File: src/sv/modular_exponentiation_top_assert.svh
// ----------------------------------------------------------------------------
// Modular exponentiation assertion macros
// Shared concurrent assertion forms used by the exponentiation modules.
// ----------------------------------------------------------------------------
`ifndef MODULAR_EXPONENTIATION_TOP_ASSERT_SVH
`define MODULAR_EXPONENTIATION_TOP_ASSERT_SVH

// Checked only while the block is out of reset.
`define MX_ASSERT(label, prop, msg) \
  label: assert property (@(posedge clk_i) disable iff (!rst_ni) (prop)) else $error(msg);

// Checked at every edge, reset included.
`define MX_ASSERT_ALWAYS(label, prop, msg) \
  label: assert property (@(posedge clk_i) (prop)) else $error(msg);

`endif

File: src/sv/modexp_pkg.sv
// ----------------------------------------------------------------------------
// Modular exponentiation package
// Widths, register indexes, reset values and sequencer states.
// ----------------------------------------------------------------------------
package modexp_pkg;

  localparam int unsigned DataWidth   = 31;
  localparam int unsigned CfgIdxWidth = 2;

  localparam int unsigned ModulusReset = 3233;
  localparam int unsigned PubExpReset  = 17;
  localparam int unsigned PrivExpReset = 2753;

  typedef enum logic [CfgIdxWidth-1:0] {
    REG_MODULUS  = 2'd0,
    REG_PUB_EXP  = 2'd1,
    REG_PRIV_EXP = 2'd2
  } reg_idx_e;

  typedef enum logic [5:0] {
    ST_IDLE    = 6'b000001,
    ST_REDUCE  = 6'b000010,
    ST_STEP    = 6'b000100,
    ST_MUL_ACC = 6'b001000,
    ST_SQUARE  = 6'b010000,
    ST_FINISH  = 6'b100000
  } state_e;

endpackage

File: src/sv/modular_exponentiation_top.sv
// ----------------------------------------------------------------------------
// Modular exponentiation top level
// Raises each input word to the public or private exponent modulo the modulus.
// ----------------------------------------------------------------------------
// Usage: write the modulus, public exponent and private exponent through the
// configuration port while the block is idle. Each input word carries a value
// and a request type; type 0 uses the public exponent, type 1 the private one.
// One result word is returned per input word, in order.
// The value is first reduced modulo the modulus by one multiply.
// Then, for each exponent bit from the least significant up to the highest set
// bit, there is a decision step, a multiply into the accumulator when the
// bit is set and a squaring when more bits follow. With a zero exponent or a
// modulus below two the sequencer skips the multiplies and goes straight to
// its finish state. The shared bit-serial multiplier does every multiply, so
// one word is in work at a time.
// The next input word is accepted as soon as the sequencer is idle, even while
// the previous result still waits in the output register. When the receiver
// stalls, a finished result waits in the sequencer until the register frees.
// Reset restores the register reset values and empties the block.
// ----------------------------------------------------------------------------
module modular_exponentiation_top
  import modexp_pkg::*;
#(
  parameter int unsigned DATA_WIDTH = DataWidth
) (
  input  logic                   clk_i,
  input  logic                   rst_ni,
  input  logic                   cfg_we_i,
  input  logic [CfgIdxWidth-1:0] cfg_idx_i,
  input  logic [DATA_WIDTH-1:0]  cfg_wdata_i,
  input  logic                   in_valid_i,
  output logic                   in_stall_o,
  input  logic                   req_type_i,
  input  logic [DATA_WIDTH-1:0]  value_i,
  output logic                   out_valid_o,
  input  logic                   out_stall_i,
  output logic [DATA_WIDTH-1:0]  result_o
);

  logic [DATA_WIDTH-1:0] mod_q, pub_q, priv_q;

  state_e                st_q, st_d;
  logic [DATA_WIDTH-1:0] exp_q, exp_d;
  logic [DATA_WIDTH-1:0] acc_q, acc_d;
  logic [DATA_WIDTH-1:0] base_q, base_d;
  logic                  out_valid_q, out_valid_d;
  logic [DATA_WIDTH-1:0] result_q, result_d;

  logic                  mul_start;
  logic [DATA_WIDTH-1:0] mul_a, mul_b, mul_p;
  logic                  mul_done;

  logic [DATA_WIDTH-1:0] exp_sel;
  logic                  mod_le1;

  always_ff @(posedge clk_i or negedge rst_ni) begin
    if (!rst_ni) begin
      mod_q  <= DATA_WIDTH'(ModulusReset);
      pub_q  <= DATA_WIDTH'(PubExpReset);
      priv_q <= DATA_WIDTH'(PrivExpReset);
    end else if (cfg_we_i) begin
      case (reg_idx_e'(cfg_idx_i))
        REG_MODULUS:  mod_q  <= cfg_wdata_i;
        REG_PUB_EXP:  pub_q  <= cfg_wdata_i;
        REG_PRIV_EXP: priv_q <= cfg_wdata_i;
        default: ;
      endcase
    end
  end

  assign exp_sel = req_type_i ? priv_q : pub_q;
  assign mod_le1 = (mod_q[DATA_WIDTH-1:1] == '0);

  always_comb begin
    st_d        = st_q;
    exp_d       = exp_q;
    acc_d       = acc_q;
    base_d      = base_q;
    out_valid_d = out_valid_q && out_stall_i;
    result_d    = result_q;
    mul_start   = 1'b0;
    mul_a       = acc_q;
    mul_b       = base_q;
    case (st_q)
      ST_IDLE: begin
        if (in_valid_i) begin
          exp_d = exp_sel;
          if ((mod_q == '0) || (mod_le1 && (exp_sel != '0))) begin
            acc_d = '0;
            st_d  = ST_FINISH;
          end else if (exp_sel == '0) begin
            acc_d = DATA_WIDTH'(1);
            st_d  = ST_FINISH;
          end else begin
            acc_d     = DATA_WIDTH'(1);
            mul_start = 1'b1;
            mul_a     = value_i;
            mul_b     = DATA_WIDTH'(1);
            st_d      = ST_REDUCE;
          end
        end
      end
      ST_REDUCE: begin
        if (mul_done) begin
          base_d = mul_p;
          st_d   = ST_STEP;
        end
      end
      ST_STEP: begin
        mul_start = 1'b1;
        if (exp_q[0]) begin
          st_d = ST_MUL_ACC;
        end else begin
          mul_a = base_q;
          exp_d = exp_q >> 1;
          st_d  = ST_SQUARE;
        end
      end
      ST_MUL_ACC: begin
        if (mul_done) begin
          acc_d = mul_p;
          exp_d = exp_q >> 1;
          if (exp_q[DATA_WIDTH-1:1] != '0) begin
            mul_start = 1'b1;
            mul_a     = base_q;
            st_d      = ST_SQUARE;
          end else begin
            st_d = ST_FINISH;
          end
        end
      end
      ST_SQUARE: begin
        if (mul_done) begin
          base_d = mul_p;
          st_d   = ST_STEP;
        end
      end
      ST_FINISH: begin
        if (!out_valid_q || !out_stall_i) begin
          out_valid_d = 1'b1;
          result_d    = acc_q;
          st_d        = ST_IDLE;
        end
      end
      default: begin
        st_d = ST_IDLE;
      end
    endcase
  end

  always_ff @(posedge clk_i or negedge rst_ni) begin
    if (!rst_ni) begin
      st_q        <= ST_IDLE;
      out_valid_q <= 1'b0;
    end else begin
      st_q        <= st_d;
      out_valid_q <= out_valid_d;
    end
  end

  always_ff @(posedge clk_i) begin
    exp_q    <= exp_d;
    acc_q    <= acc_d;
    base_q   <= base_d;
    result_q <= result_d;
  end

  modexp_mul #(
    .W(DATA_WIDTH)
  ) u_mul (
    .clk_i  (clk_i),
    .rst_ni (rst_ni),
    .start_i(mul_start),
    .a_i    (mul_a),
    .b_i    (mul_b),
    .m_i    (mod_q),
    .done_o (mul_done),
    .p_o    (mul_p)
  );

  assign in_stall_o  = (st_q != ST_IDLE);
  assign out_valid_o = out_valid_q;
  assign result_o    = result_q;

`include "modular_exponentiation_top_assert.svh"

  `MX_ASSERT(a_step_exp_nonzero, (st_q == ST_STEP) |-> (exp_q != '0), "exponent empty in step")
  `MX_ASSERT(a_done_in_mul_state,
    mul_done |-> (st_q == ST_REDUCE || st_q == ST_MUL_ACC || st_q == ST_SQUARE),
    "multiplier finished outside a multiply state")
  `MX_ASSERT(a_finish_reduced, (st_q == ST_FINISH && !mod_le1) |-> (acc_q < mod_q),
    "result not reduced below the modulus")

endmodule

File: src/sv/modexp_mul.sv
// ----------------------------------------------------------------------------
// Bit-serial modular multiplier
// Interleaved multiply and reduce, one bit of the first operand per cycle,
// most significant bit first. The second operand must be below the modulus.
// ----------------------------------------------------------------------------
module modexp_mul
  import modexp_pkg::*;
#(
  parameter int unsigned W = DataWidth
) (
  input  logic         clk_i,
  input  logic         rst_ni,
  input  logic         start_i,
  input  logic [W-1:0] a_i,
  input  logic [W-1:0] b_i,
  input  logic [W-1:0] m_i,
  output logic         done_o,
  output logic [W-1:0] p_o
);

  localparam int unsigned CntW = $clog2(W);
  localparam int unsigned TW   = W + 2;

  logic [W-1:0]    a_q, a_d;
  logic [W-1:0]    b_q, b_d;
  logic [W-1:0]    r_q, r_d;
  logic [CntW-1:0] cnt_q, cnt_d;
  logic            busy_q, busy_d;
  logic            done_q, done_d;

  logic [TW-1:0] sum;
  logic [TW:0]   diff1;
  logic [TW:0]   diff2;
  logic [W-1:0]  addend;

  always_comb begin
    addend = a_q[W-1] ? b_q : '0;
    sum    = {1'b0, r_q, 1'b0} + {2'b00, addend};
    diff1  = {1'b0, sum} - {3'b000, m_i};
    diff2  = {1'b0, sum} - {2'b00, m_i, 1'b0};
    if (!diff2[TW]) begin
      r_d = diff2[W-1:0];
    end else if (!diff1[TW]) begin
      r_d = diff1[W-1:0];
    end else begin
      r_d = sum[W-1:0];
    end
  end

  always_comb begin
    a_d    = a_q;
    b_d    = b_q;
    cnt_d  = cnt_q;
    busy_d = busy_q;
    done_d = busy_q && (cnt_q == '0);
    if (start_i) begin
      a_d    = a_i;
      b_d    = b_i;
      cnt_d  = CntW'(W - 1);
      busy_d = 1'b1;
    end else if (busy_q) begin
      a_d   = {a_q[W-2:0], 1'b0};
      cnt_d = cnt_q - 1'b1;
      if (cnt_q == '0) begin
        busy_d = 1'b0;
      end
    end
  end

  always_ff @(posedge clk_i or negedge rst_ni) begin
    if (!rst_ni) begin
      cnt_q  <= '0;
      busy_q <= 1'b0;
      done_q <= 1'b0;
    end else begin
      cnt_q  <= cnt_d;
      busy_q <= busy_d;
      done_q <= done_d;
    end
  end

  always_ff @(posedge clk_i) begin
    a_q <= a_d;
    b_q <= b_d;
    if (start_i) begin
      r_q <= '0;
    end else if (busy_q) begin
      r_q <= r_d;
    end
  end

  assign done_o = done_q;
  assign p_o    = r_q;

`include "modular_exponentiation_top_assert.svh"

  `MX_ASSERT_ALWAYS(a_no_restart, start_i |-> !busy_q, "multiplier started while busy")
  `MX_ASSERT(a_done_after_busy, done_q |-> $past(busy_q), "done without a running multiply")
  `MX_ASSERT(a_partial_reduced, busy_q |-> (r_q < m_i), "partial product not reduced")

endmodule
File: config.mk
export PLATFORM = sky130hd
export DESIGN_NAME = modular_exponentiation_top
export DESIGN_NICKNAME = d
export VERILOG_FILES = /design/src/sv/modexp_pkg.sv /design/src/sv/modular_exponentiation_top.sv /design/src/sv/modexp_mul.sv
export VERILOG_INCLUDE_DIRS = /design/src /design/src/sv
export SDC_FILE = /design/constraint.sdc
export NUM_CORES = 1
export LEC_CHECK = 0
export BUFFER_PORTS_ARGS = -buffer_cell sky130_fd_sc_hd__clkbuf_2
export CAP_MARGIN = 20
export CELL_PAD_IN_SITES_DETAIL_PLACEMENT = 1
export CELL_PAD_IN_SITES_GLOBAL_PLACEMENT = 1
export CORE_MARGIN = 3
export CORE_UTILIZATION = 45
export DETAILED_ROUTE_END_ITERATION = 8
export GPL_TIMING_DRIVEN = 0
export HOLD_SLACK_MARGIN = 0.05
export PLACE_DENSITY_LB_ADDON = 0.1
export SLEW_MARGIN = 40
export SYNTH_ARGS = -nofsm -noshare
export SYNTH_HDL_FRONTEND = slang
export SYNTH_SLANG_ARGS = --single-unit
File: constraint.sdc
create_clock -name clk_i -period 6.3 [get_ports clk_i]
set_input_delay 0.315 -clock clk_i [delete_from_list [all_inputs] [get_ports clk_i]]
set_output_delay 0.315 -clock clk_i [all_outputs]
set_load 0.01 [all_outputs]
==> impl_results.md <==
* Initial DRC count at approximately 1.2k
* Cell accounting for the most synthesized area: edfxtp_1
* Antenna violations before repair at 0
* Starting Density at 0.459
* Gr ovfl total at 0
* Outcome: complete, no violations
* Vias in the first global route at 15.5k
* Critical Path Fanout Max at 10
* Reg area at between 0.008 and 0.009 sq mm
* Maximum buffer depth of the clock tree at 3
* Cell Area, Synth at about 0.018 sq mm
* Post-DP HPWL at 46.4 mm
* Avg Cell Area, Syn at around 10 sq um
* Area Overhead vs Synth at 16.5%
* Post-synth EDFFs at 186
* Reg-to-Reg Start: u_mul.a_q[30]$_DFFE_PP_
* Post-synth top cells: edfxtp_1, a21oi_1, nand2_1
* Clock Latency Late Sink at around 0.56 ns
* Worst Path Arrival at around 6.5 ns
* MaxCap Viol Count at 0
* Routed WL at about 60 mm
* I/O pin cnt at a little over 100
* Total track usage at 0.274
* Final min period at 6.03 ns
* CP endpoint kind: flop
* Die width at about 210 microns
* Total number of vias at roughly 15k
* CTS buffer count at 38
* Crit start category: flop
* CTS tree: done
* CP required at slightly below 7 ns
* Post-synth ARST share at 0.330
* Clock Pin Slew Worst Setup and Hold Paths at about 0.06 ns
* Layout cells sized above 1 at 0.157
* Slew @ Worst Pin at 0.767 ns
* Core Region at about 0.04 sq mm
* Worst Hold Launch: cfg_wdata_i[10]
* Diodes inserted at 0
* Hold Slack at a little over 0.07 ns
* Drt pass-1 iters at 5
* Setup violators final at 0
* Gate Count Post-Synth at roughly 1.8k
* Register area share after synthesis at 0.484
* First-pass GRT wire length at approximately 93 mm
* Fin crit share at 0.957
* Main synth FF type: edfxtp_1
* CTS sink count at 324
* Library cells used by synthesis at 80
* Largest net degree at the start of global routing at 57
* Yosys synthesis warning count at 0
* Nets at roughly 2.1k
* CP Launch Point: u_mul.a_q[30]$_DFFE_PP_
* Worst slew margin at 0.484
* Max-slew violations at 0
* Critical path type: flop to flop
* Root Driver: clkbuf_16
* Routed vias/inst at 5.97
* Post-route ant nets at 0
* Drt drc at 0
* Worst hold-check path type: input pin to flop
* Worst Skew at 0.0174 ns
* H-tree Lvls at 2
* GP Congestion at a little under 0.9
* Filler cell count at 4395
* Row cnt at 73
* Final Hold Viols at 0
* Multi-input logic area at 0.00914 sq mm
* Count leader, synth: edfxtp_1
* Area share of the largest cell type after synthesis at 0.304
* Syn Nets at around 1.9k
* Peak Freq at about 0.17 GHz
* Chip height at between 200 and 250 microns
* Flops & latches, synth at around 320
* Die area at approximately 0.043 sq mm
* Wire length per cell at 24.1 microns
* Port bufs at 101
* Synth area leaders: edfxtp_1, dfrtp_1, ha_1
-- cell type report --
class | instances | area share
plain buffers | 74 | 0.0154
clock buffers | 50 | 0.0489
clock inverters | 20 | 0.0102
repair buffers | 136 | 0.0408
multi-input cells | 1286 | 0.427
well taps | 525 | 0.0307
flip-flops and latches | 324 | 0.416
inverters | 67 | 0.0117
-- flip-flops by register name, summed over array words and instances, names as in the netlist --
| signal | flops |
|---|---|
| u_mul.done_o | 1 |
| u_mul.b_q | 31 |
| acc_q | 31 |
| u_mul.busy_q | 1 |
| base_q | 31 |
| priv_q | 31 |
| pub_q | 31 |
| u_mul.p_o | 31 |
| u_mul.cnt_q | 5 |
| st_q | 6 |
| result_o | 31 |
| out_valid_o | 1 |
| exp_q | 31 |
| mod_q | 31 |
| u_mul.a_q | 31 |
-- per-stage QoR --
stage,setup TNS [ns],setup slack (ns),cells,util,cell area [sq um]
finish,0,0.269,2482,0.535,21400
global route,-0.0375,-0.0229,2482,0.535,21400
CTS,0,0.00462,2481,0.531,21200
detailed placement,-12.07,-0.694,2388,0.492,19700
global placement,-11.19,-0.640,2379,0.488,19500
floorplan,0,1.06,1753,-,18400
-- cell families (layout without fill, tap and decap cells) --
| kind of cell | count (synthesis) | after routing | share of synthesized area |
|---|---|---|---|
| muxes | 123 | 123 | 0.0718 |
| DFF | 324 | 324 | 0.484 |
| and+or+nand+nor | 496 | 496 | 0.136 |
| buffers and inverters | 143 | 347 | 0.0304 |
| xor gates and xnor gates | 76 | 76 | 0.0362 |
| AOI/OAI and AO/OA | 494 | 494 | 0.174 |
| adders and majority gates | 97 | 97 | 0.0673 |
-- cells in the final DEF (no fill, tap or decap), drive strengths merged, types with 25 or more instances in the layout --
cell and instances:
clkbuf 212, edfxtp 186, o21ai 138, a21oi 136, nand2 131, nor2 105, and2 97, ha 94
dfrtp 94, mux2 71, inv 69, mux2i 52, xnor2 47, a21o 32, dfxtp 31, nor4 30
a222oi 30, xor2 29, buf 25
-- what timing repair did --
item,4_1_cts,5_1_grt
hold endpoints to repair,85,0
setup endpoints to repair,30,31
resized for setup,14,34
setup buffers,1,2
gates cloned,0,0
pin swaps,1,4
hold buffers,23,0
-- layer usage --
layer / part of all wire / vias to the layer above / GRT usage
met5: 0 / - / 0
met3: 0.041 / 66 / 0.0302
met2: 0.48 / 361 / 0.468
li1: - / 6925 / -
met4: 0.023 / 0 / 0.0695
met1: 0.45 / 7465 / 0.375
-- critical path, stage by stage (launching register included) --
cell and delay (ns):
edfxtp_1 0.49, buf_6 0.18, and2_1 0.14, ha_1 0.34
a21oi_1 0.22, nor3b_4 0.29, a21oi_4 0.10, a311oi_2 0.37
o211ai_1 0.17, a31oi_2 0.31, o21ai_2 0.12, xor2_2 0.18
buf_4 0.17, ha_1 0.38, a21oi_2 0.19, a211oi_1 0.08
or2_2 0.31, o211ai_1 0.17, nand3_1 0.15, a311o_1 0.41
a211o_1 0.26, buf_6 0.16, buf_6 0.17, mux2i_2 0.23
nand2_1 0.09, a32o_1 0.21
-- worst paths after layout --
path,endpoint,slack (ns),cells past startpoint
min,mod_q[10]$_DFFE_PN1P_,0.07,3
min in group asynchronous,mod_q[21]$_DFFE_PN0P_,0.29,2
max,u_mul.p_o[17]$_SDFFE_PP0P_,0.27,25
max in group asynchronous,priv_q[6]$_DFFE_PN1P_,5.28,3
max reg2reg,u_mul.p_o[17]$_SDFFE_PP0P_,0.27,25
min reg2reg,result_o[10]$_DFFE_PP_,0.45,0
Power is left out: the tool's default activity adds up to more than one toggle a clock period on the data nets, which glitch-free logic cannot reach.
